## config.mk

```make
export PLATFORM = sky130hd
export DESIGN_NAME = line_segment_window_clipper_unit
export DESIGN_NICKNAME = d
export VERILOG_FILES = /design/src/hw/rtl/lswc_pkg.sv /design/src/hw/rtl/lswc_datapath.sv /design/src/hw/rtl/lswc_ctrl.sv /design/src/hw/rtl/line_segment_window_clipper_unit.sv
export SDC_FILE = /design/constraint.sdc
export NUM_CORES = 2
export LEC_CHECK = 0
export ABC_AREA = 1
export BUFFER_PORTS_ARGS = -buffer_cell sky130_fd_sc_hd__buf_2
export CAP_MARGIN = 5
export CORE_MARGIN = 8
export CORE_UTILIZATION = 55
export CTS_CLUSTER_SIZE = 25
export DETAILED_ROUTE_END_ITERATION = 10
export GPL_TIMING_DRIVEN = 0
export MAX_ROUTING_LAYER = met4
export PLACE_DENSITY = 0.83
export RECOVER_POWER = 100
export SLEW_MARGIN = 25
export SYNTH_ARGS = -nofsm -noshare
export SYNTH_HDL_FRONTEND = slang
export SYNTH_SLANG_ARGS = --single-unit
```

## constraint.sdc

```tcl
create_clock -name i_clk -period 8.03 [get_ports i_clk]
set_clock_uncertainty 0.05 [all_clocks]
set_input_delay 0.4015 -clock i_clk [delete_from_list [all_inputs] [get_ports i_clk]]
set_output_delay 0.4015 -clock i_clk [all_outputs]
set_load 0.005 [all_outputs]
```

## src/hw/rtl/lswc_pkg.sv

```systemverilog
// Shared types, constants and outcode helper for the line segment window clipper.
// No dependencies.
package lswc_pkg;

    localparam int CW = 16;         // coordinate width
    localparam int DW = CW + 1;     // coordinate difference width
    localparam int PW = 2 * CW;     // product / dividend width
    localparam int MAX_STEPS = 8;   // boundary moves before giving up

    localparam logic [3:0] OC_LEFT   = 4'd1;
    localparam logic [3:0] OC_RIGHT  = 4'd2;
    localparam logic [3:0] OC_BOTTOM = 4'd4;
    localparam logic [3:0] OC_TOP    = 4'd8;

    localparam logic [2:0] REG_WIN_LEFT   = 3'd0;
    localparam logic [2:0] REG_WIN_BOTTOM = 3'd1;
    localparam logic [2:0] REG_WIN_RIGHT  = 3'd2;
    localparam logic [2:0] REG_WIN_TOP    = 3'd3;

    typedef struct packed {
        logic signed [CW-1:0] start_x;
        logic signed [CW-1:0] start_y;
        logic signed [CW-1:0] end_x;
        logic signed [CW-1:0] end_y;
    } t_seg;

    typedef struct packed {
        logic                 visible;
        logic signed [CW-1:0] clip_start_x;
        logic signed [CW-1:0] clip_start_y;
        logic signed [CW-1:0] clip_end_x;
        logic signed [CW-1:0] clip_end_y;
    } t_result;

    typedef struct packed {
        logic signed [CW-1:0] left;
        logic signed [CW-1:0] bottom;
        logic signed [CW-1:0] right;
        logic signed [CW-1:0] top;
    } t_win;

    typedef struct packed {
        logic signed [CW-1:0] x;
        logic signed [CW-1:0] y;
    } t_pt;

    typedef enum logic [2:0] {
        ST_IDLE,
        ST_EVAL,
        ST_MUL,
        ST_DIV,
        ST_UPDATE,
        ST_DONE
    } t_state;

    typedef struct packed {
        logic load;
        logic setup;
        logic mul;
        logic div_step;
        logic update;
        logic emit;
        logic vis;
    } t_cmd;

    typedef struct packed {
        logic triv_accept;
        logic triv_reject;
    } t_status;

    function automatic logic [3:0] outcode(input t_pt p, input t_win w);
        logic [3:0] c;
        c = 4'd0;
        if (p.y > w.top)    c = c | OC_TOP;
        if (p.y < w.bottom) c = c | OC_BOTTOM;
        if (p.x > w.right)  c = c | OC_RIGHT;
        if (p.x < w.left)   c = c | OC_LEFT;
        return c;
    endfunction

endpackage

```

## src/hw/rtl/lswc_datapath.sv

```systemverilog
// Datapath of the clipper: window registers, endpoints, multiplier and serial divider.
// Depends on lswc_pkg.
module lswc_datapath (
    input  logic                 i_clk,
    input  logic                 i_rst_n,
    input  logic                 i_cfg_we,
    input  logic [2:0]           i_cfg_index,
    input  logic [lswc_pkg::CW-1:0] i_cfg_data,
    input  lswc_pkg::t_seg       i_seg,
    input  lswc_pkg::t_cmd       i_cmd,
    output lswc_pkg::t_status    o_status,
    output lswc_pkg::t_result    o_result
);

    localparam int CW = lswc_pkg::CW;
    localparam int DW = lswc_pkg::DW;
    localparam int PW = lswc_pkg::PW;

    lswc_pkg::t_win    r_win;
    lswc_pkg::t_pt     r_pt [2];
    lswc_pkg::t_result r_result;

    logic                 r_e;
    logic                 r_vert;
    logic                 r_neg;
    logic                 r_den_zero;
    logic signed [CW-1:0] r_bound;
    logic signed [CW-1:0] r_base;
    logic [CW-1:0]        r_a;
    logic [CW-1:0]        r_b;
    logic [CW-1:0]        r_c;
    logic [PW-1:0]        r_q;
    logic [CW-1:0]        r_rem;

    logic [3:0]           c0, c1, c_sel;
    logic                 e_sel;
    lswc_pkg::t_pt        p_e, p_o;
    logic signed [CW-1:0] bound_sel;
    logic signed [DW-1:0] d_s, num_s, den_s;
    logic [DW-1:0]        d_m, num_m, den_m;
    logic [DW-1:0]        rem_sh;
    logic                 fits;
    logic signed [DW:0]   res_s;
    logic signed [DW:0]   new_s;

    function automatic logic [DW-1:0] mag(input logic signed [DW-1:0] v);
        return v[DW-1] ? DW'(-v) : DW'(v);
    endfunction

    always_comb begin
        c0    = lswc_pkg::outcode(r_pt[0], r_win);
        c1    = lswc_pkg::outcode(r_pt[1], r_win);
        o_status.triv_accept = ((c0 | c1) == 4'd0);
        o_status.triv_reject = ((c0 & c1) != 4'd0);
        e_sel = (c0 == 4'd0);
        c_sel = e_sel ? c1 : c0;
        p_e   = r_pt[e_sel];
        p_o   = r_pt[!e_sel];
        if ((c_sel & (lswc_pkg::OC_TOP | lswc_pkg::OC_BOTTOM)) != 4'd0) begin
            bound_sel = ((c_sel & lswc_pkg::OC_TOP) != 4'd0) ? r_win.top : r_win.bottom;
            d_s   = DW'(p_o.x) - DW'(p_e.x);
            num_s = DW'(bound_sel) - DW'(p_e.y);
            den_s = DW'(p_o.y) - DW'(p_e.y);
        end else begin
            bound_sel = ((c_sel & lswc_pkg::OC_RIGHT) != 4'd0) ? r_win.right : r_win.left;
            d_s   = DW'(p_o.y) - DW'(p_e.y);
            num_s = DW'(bound_sel) - DW'(p_e.x);
            den_s = DW'(p_o.x) - DW'(p_e.x);
        end
        d_m   = mag(d_s);
        num_m = mag(num_s);
        den_m = mag(den_s);
    end

    // Restoring division step: shift in the next dividend bit, subtract if it fits.
    always_comb begin
        rem_sh = {r_rem, r_q[PW-1]};
        fits   = (rem_sh >= {1'b0, r_c});
        res_s  = r_neg ? -(DW+1)'({1'b0, r_q[CW-1:0]}) : (DW+1)'({1'b0, r_q[CW-1:0]});
        if (r_den_zero) res_s = '0;
        new_s  = (DW+1)'(r_base) + res_s;
    end

    always_ff @(posedge i_clk) begin
        if (!i_rst_n) begin
            r_win.left   <= CW'(0);
            r_win.bottom <= CW'(0);
            r_win.right  <= CW'(639);
            r_win.top    <= CW'(479);
        end else if (i_cfg_we) begin
            case (i_cfg_index)
                lswc_pkg::REG_WIN_LEFT:   r_win.left   <= i_cfg_data;
                lswc_pkg::REG_WIN_BOTTOM: r_win.bottom <= i_cfg_data;
                lswc_pkg::REG_WIN_RIGHT:  r_win.right  <= i_cfg_data;
                lswc_pkg::REG_WIN_TOP:    r_win.top    <= i_cfg_data;
                default: ;
            endcase
        end
    end

    always_ff @(posedge i_clk) begin
        if (i_cmd.load) begin
            r_pt[0] <= '{x: i_seg.start_x, y: i_seg.start_y};
            r_pt[1] <= '{x: i_seg.end_x,   y: i_seg.end_y};
        end else if (i_cmd.update) begin
            if (r_vert) begin
                r_pt[r_e].x <= new_s[CW-1:0];
                r_pt[r_e].y <= r_bound;
            end else begin
                r_pt[r_e].y <= new_s[CW-1:0];
                r_pt[r_e].x <= r_bound;
            end
        end
        if (i_cmd.setup) begin
            r_e        <= e_sel;
            r_vert     <= ((c_sel & (lswc_pkg::OC_TOP | lswc_pkg::OC_BOTTOM)) != 4'd0);
            r_bound    <= bound_sel;
            r_base     <= ((c_sel & (lswc_pkg::OC_TOP | lswc_pkg::OC_BOTTOM)) != 4'd0)
                          ? p_e.x : p_e.y;
            r_neg      <= d_s[DW-1] ^ num_s[DW-1] ^ den_s[DW-1];
            r_den_zero <= (den_m == '0);
            r_a        <= d_m[CW-1:0];
            r_b        <= num_m[CW-1:0];
            r_c        <= den_m[CW-1:0];
        end
        if (i_cmd.mul) begin
            r_q   <= r_a * r_b;
            r_rem <= '0;
        end else if (i_cmd.div_step) begin
            r_q   <= {r_q[PW-2:0], fits};
            r_rem <= fits ? CW'(rem_sh - {1'b0, r_c}) : rem_sh[CW-1:0];
        end
        if (i_cmd.emit) begin
            r_result.visible      <= i_cmd.vis;
            r_result.clip_start_x <= i_cmd.vis ? r_pt[0].x : '0;
            r_result.clip_start_y <= i_cmd.vis ? r_pt[0].y : '0;
            r_result.clip_end_x   <= i_cmd.vis ? r_pt[1].x : '0;
            r_result.clip_end_y   <= i_cmd.vis ? r_pt[1].y : '0;
        end
    end

    assign o_result = r_result;

endmodule

```

## src/hw/rtl/lswc_ctrl.sv

```systemverilog
// Controller state machine of the clipper: sequences setup, multiply, divide and update.
// Depends on lswc_pkg.
module lswc_ctrl (
    input  logic               i_clk,
    input  logic               i_rst_n,
    input  logic               i_start,
    input  lswc_pkg::t_status  i_status,
    output lswc_pkg::t_cmd     o_cmd,
    output logic               o_busy,
    output logic               o_done
);

    localparam int PW = lswc_pkg::PW;

    lswc_pkg::t_state          r_state, n_state;
    logic [$clog2(PW)-1:0]     r_cnt, n_cnt;
    logic [3:0]                r_step, n_step;
    logic                      r_vis, n_vis;
    logic                      r_strobe;
    logic                      give_up;

    assign give_up = i_status.triv_reject || (r_step >= 4'(lswc_pkg::MAX_STEPS));

    always_comb begin
        n_state = r_state;
        n_cnt   = r_cnt;
        n_step  = r_step;
        n_vis   = r_vis;
        case (r_state)
            lswc_pkg::ST_IDLE: begin
                if (i_start) begin
                    n_state = lswc_pkg::ST_EVAL;
                    n_step  = '0;
                end
            end
            lswc_pkg::ST_EVAL: begin
                if (i_status.triv_accept) begin
                    n_vis   = 1'b1;
                    n_state = lswc_pkg::ST_DONE;
                end else if (give_up) begin
                    n_vis   = 1'b0;
                    n_state = lswc_pkg::ST_DONE;
                end else begin
                    n_state = lswc_pkg::ST_MUL;
                end
            end
            lswc_pkg::ST_MUL: begin
                n_cnt   = '0;
                n_state = lswc_pkg::ST_DIV;
            end
            lswc_pkg::ST_DIV: begin
                n_cnt = r_cnt + 1'b1;
                if (r_cnt == ($clog2(PW))'(PW - 1)) n_state = lswc_pkg::ST_UPDATE;
            end
            lswc_pkg::ST_UPDATE: begin
                n_step  = r_step + 1'b1;
                n_state = lswc_pkg::ST_EVAL;
            end
            lswc_pkg::ST_DONE: n_state = lswc_pkg::ST_IDLE;
            default:           n_state = lswc_pkg::ST_IDLE;
        endcase
    end

    always_comb begin
        o_cmd = '0;
        case (r_state)
            lswc_pkg::ST_IDLE:   o_cmd.load     = i_start;
            lswc_pkg::ST_EVAL:   o_cmd.setup    = 1'b1;
            lswc_pkg::ST_MUL:    o_cmd.mul      = 1'b1;
            lswc_pkg::ST_DIV:    o_cmd.div_step = 1'b1;
            lswc_pkg::ST_UPDATE: o_cmd.update   = 1'b1;
            lswc_pkg::ST_DONE: begin
                o_cmd.emit = 1'b1;
                o_cmd.vis  = r_vis;
            end
            default: o_cmd = '0;
        endcase
    end

    always_ff @(posedge i_clk) begin
        if (!i_rst_n) begin
            r_state  <= lswc_pkg::ST_IDLE;
            r_cnt    <= '0;
            r_step   <= '0;
            r_vis    <= 1'b0;
            r_strobe <= 1'b0;
        end else begin
            r_state  <= n_state;
            r_cnt    <= n_cnt;
            r_step   <= n_step;
            r_vis    <= n_vis;
            r_strobe <= (r_state == lswc_pkg::ST_DONE);
        end
    end

    assign o_busy = (r_state != lswc_pkg::ST_IDLE);
    assign o_done = r_strobe;

    a_strobe_after_done: assert property (@(posedge i_clk) disable iff (!i_rst_n)
        r_strobe |-> $past(r_state == lswc_pkg::ST_DONE))
        else $error("result strobe without a finished transaction");

    a_step_bounded: assert property (@(posedge i_clk) disable iff (!i_rst_n)
        (r_state == lswc_pkg::ST_EVAL) |-> (r_step <= 4'(lswc_pkg::MAX_STEPS)))
        else $error("clip step count overran its limit");

    a_update_after_div: assert property (@(posedge i_clk) disable iff (!i_rst_n)
        (r_state == lswc_pkg::ST_UPDATE) |-> ($past(r_state == lswc_pkg::ST_DIV)
        && $past(r_cnt) == ($clog2(PW))'(PW - 1)))
        else $error("endpoint update before the division finished");

endmodule

```

## src/hw/rtl/line_segment_window_clipper_unit.sv

```systemverilog
// Top level of the Cohen-Sutherland line segment window clipper.
// Depends on lswc_pkg, lswc_ctrl and lswc_datapath.
//
// Usage: pulse i_start with a segment on i_seg while o_busy is low; the
// transaction is taken at that edge. The clipped segment appears on o_result,
// marked by o_done, which is high for exactly one cycle; the receiver cannot stall it, so
// capture it then. A segment that is trivially accepted or rejected passes
// through load, evaluation and done; each boundary move adds setup, one 16x16
// multiply, the shared bit-serial divider and one update, with at most 8 moves
// and usually no more than 4. The serial divider dominates the time per move.
// A new segment may start in the cycle
// o_done is shown. Window registers are written through the configuration
// channel, which is always ready; write it only while o_busy is low.
// Indexes beyond the four window registers are dropped.
module line_segment_window_clipper_unit (
    input  logic                    i_clk,
    input  logic                    i_rst_n,
    input  logic                    i_start,
    output logic                    o_busy,
    input  lswc_pkg::t_seg          i_seg,
    output logic                    o_done,
    output lswc_pkg::t_result       o_result,
    input  logic                    i_cfg_valid,
    output logic                    o_cfg_ready,
    input  logic [2:0]              i_cfg_index,
    input  logic [lswc_pkg::CW-1:0] i_cfg_data
);

    lswc_pkg::t_cmd    cmd;
    lswc_pkg::t_status status;
    logic              start_acc;

    // Accept a transaction only when idle.
    assign start_acc   = i_start && !o_busy;
    assign o_cfg_ready = 1'b1;

    lswc_ctrl u_ctrl (
        .i_clk    (i_clk),
        .i_rst_n  (i_rst_n),
        .i_start  (start_acc),
        .i_status (status),
        .o_cmd    (cmd),
        .o_busy   (o_busy),
        .o_done   (o_done)
    );

    lswc_datapath u_dp (
        .i_clk       (i_clk),
        .i_rst_n     (i_rst_n),
        .i_cfg_we    (i_cfg_valid && o_cfg_ready),
        .i_cfg_index (i_cfg_index),
        .i_cfg_data  (i_cfg_data),
        .i_seg       (i_seg),
        .i_cmd       (cmd),
        .o_status    (status),
        .o_result    (o_result)
    );

endmodule

```

==> flow_summary.json <==
{
  "cpMaxStageDelayCell": "edfxtp_1",
  "die_w_um": 259,
  "slowest_delay_ns": 0.63,
  "synth_enable_flop_cells": 245,
  "io_pins": 155,
  "r2r_cells": 30,
  "yosys.area.top_type": "edfxtp_1",
  "multi_input_area_um2": 19700,
  "rows": 89,
  "synth_nets": 4788,
  "rr_endpoint": "u_dp.r_q[31]$_DFFE_PP_",
  "root_buffer": "clkbuf_16",
  "synth-seq-cells": 339,
  "violations": "max-capacitance violations, max-slew violations",
  "yosysMostFrequentCell": "nand2_1",
  "ff2ff_setup_slack_ns": 0.38,
  "grt_max_degree": 25,
  "initial_core_util": 0.553,
  "hold_viol": 0,
  "netlist.area_leader.share": 0.227,
  "placed_area_um2": 34300,
  "overflow": 0,
  "maxCapViolCount": 2,
  "fin_crit_sh": 0.953,
  "cts.clk_slew.worst_paths_ns": 0.06,
  "slew_viol_final": 49,
  "final.setup.worst_slack_ns": 0.379,
  "drt_wl_total_um": 109000,
  "finalSetupViolations": 0,
  "worst_pin_slew_ns": 1.75,
  "cts_buffers": 38,
  "criticalPathCategory": "reg -> reg",
  "post-place-ws_ns": -0.196,
  "cts_tree": "yes",
  "synth_area_leaders": "edfxtp_1 (23%), nand2_1 (13%), fa_1 (12%), ha_1 (12%), inv_1 (8.1%)",
  "startpoint_type": "flip-flop",
  "gp_congestion": 1.09,
  "rr_startpoint": "u_dp.r_b[6]$_DFFE_PN_",
  "n_fill_cell": 5308,
  "die_h_um": 259,
  "final_area_um2": 35300,
  "yosysSeqAreaShare": 0.285,
  "clkSinkCount": 339,
  "yosysUniqueCellTypes": 59,
  "core_area_um2": 58600,
  "hold_class": "in -> reg",
  "crit_path_frequent_cell": "nand2_1",
  "endpoint": "u_dp.r_q[31]$_DFFE_PP_",
  "drt_first_pass_iters": 9,
  "finalNetCount": 4993,
  "drc": 0,
  "clkLatencyLatePin_ns": 0.58,
  "fin_crit_ns": 7.65,
  "crit_required_ns": 8.25,
  "final_util": 0.602,
  "grt_first_pass_wirelength_um": 165000,
  "async_flop_share": 0,
  "critPathMaxFanout": 10,
  "area_growth_pct": 8.89,
  "clock.fmax_ghz": 0.131,
  "drtIter0Drc": 3306,
  "drtAntennaViolNets": 0,
  "antenna_found_initial": 0,
  "worstSetupEndpointType": "flip-flop",
  "htreeDepth": 2,
  "io_buffers": 153,
  "dpl.hpwl_um": 89000,
  "final.setup.tns_ns": 0,
  "slew_headroom": -0.169,
  "vias": 30000,
  "avgViaCountPerCell": 5.76,
  "clock_path_buffers": 3,
  "synth_flop_cell": "edfxtp_1",
  "track_usage": 0.329,
  "arrival_ns": 7.87,
  "yosysWarnings": 0,
  "avgSynthCellArea_um2": 7.70,
  "status": "finished, violations left",
  "drive_above_1_share": 0.0751,
  "ys_top_cells_by_count": "nand2_1 (1082), inv_1 (696), ha_1 (301)",
  "regArea_um2": 9240,
  "crit_start": "u_dp.r_b[6]$_DFFE_PN_",
  "die_area_um2": 66900,
  "detail_route.wl_per_cell_um": 20.9,
  "grt_pass1_vias": 29300,
  "synthCells": 4202,
  "syn_area_um2": 32400,
  "rsz0062_at_grt": "no"
}
[sequential cells by signal, summed over array words and instances, names as in the netlist]
register         cells
u_dp.r_base         16
u_ctrl.r_cnt         5
u_dp.r_den_zero      1
u_dp.r_a            16
u_dp.r_pt           64
u_dp.r_b            16
u_dp.r_rem          16
u_ctrl.o_done        1
u_dp.r_q            32
u_ctrl.r_step        4
u_ctrl.r_vis         1
u_ctrl.r_state       3
u_dp.r_neg           1
u_dp.r_e             1
u_dp.o_result       65
u_dp.r_c            16
u_dp.r_vert          1
u_dp.r_bound        16
u_dp.r_win          64
[cell usage in the layout (no fill, tap or decap), types with 21 or more instances in the layout]
cell type / instances
nor2_1: 236
o21ai_1: 21
inv_1: 697
nor3_1: 35
clkbuf_1: 197
buf_2: 102
fa_1: 198
xor2_1: 68
clkbuf_16: 39
nand4_1: 24
a21oi_1: 249
nand3_1: 186
nand2_1: 1089
xnor2_1: 42
dfxtp_1: 94
nand2_2: 55
ha_1: 301
o21ai_0: 305
edfxtp_1: 245
[what timing repair did]
action                     4_1_cts  5_1_grt
setup buffers                    0        2
pin swaps                        0        0
hold buffers                     0        0
hold endpoints to repair         0        0
resized for setup                8       43
cloned                           0        0
setup endpoints to repair        1        4
[critical path: cells and delay by family, from the launching register on]
family	cells	cell delay, ns
buf+inv	4	0.52
compound gates	10	2.10
flops	1	0.63
fa+ha+maj	7	3.14
simple gates	9	0.89
[layer usage]
layer  GRT usage  vias to the layer above  part of all wire
li1            -                    13900                 -
met2       0.523                     1754              0.46
met3      0.0575                      448              0.10
met5           -                        -                 0
met4       0.193                        0             0.071
met1       0.391                    13900              0.37
[final cells by class]
| type | instances | area share |
|---|---|---|
| multi-input combinational | 2994 | 0.559 |
| sequential | 339 | 0.262 |
| inverter | 714 | 0.0760 |
| clock buffer | 51 | 0.0295 |
| tap | 773 | 0.0274 |
| timing repair buffer | 175 | 0.0223 |
| buffer | 145 | 0.0193 |
| clock inverter | 18 | 0.00476 |
| antenna | 1 | 0.0000710 |
[cell families after synthesis]
logic type,share of synthesized area
compound gates,0.115
xor+xnor,0.0298
fa+ha+maj,0.239
buf+inv,0.105
flops,0.285
mux,0.00340
other cells,0.000116
simple gates,0.223
[worst min path at each step]
stage	startpoint	end	slack [ns]	cells past startpoint
2_1_floorplan	u_dp.r_rem[15]$_SDFFE_PN0P_	u_dp.r_rem[15]$_SDFFE_PN0P_	0.38	2
3_3_place_gp	u_dp.r_rem[15]$_SDFFE_PN0P_	u_dp.r_rem[15]$_SDFFE_PN0P_	0.39	2
3_5_place_dp	u_dp.r_rem[15]$_SDFFE_PN0P_	u_dp.r_rem[15]$_SDFFE_PN0P_	0.40	2
4_1_cts	i_seg[18]	u_dp.r_pt[1][18]$_DFFE_PP_	0.05	3
5_1_grt	i_seg[23]	u_dp.r_pt[1][23]$_DFFE_PP_	0.07	3
6_report	i_seg[4]	u_dp.r_pt[1][4]$_DFFE_PP_	0.05	3
[per-stage QoR]
stage,hold slack (ns),instances
2_1_floorplan,0.379,4202
3_3_place_gp,0.395,5128
3_5_place_dp,0.397,5148
4_1_cts,0.0476,5217
5_1_grt,0.0693,5209
6_report,0.0533,5210
Power is not shown: default switching activity piles up to over one toggle a cycle in this logic, so the estimate is an artifact.
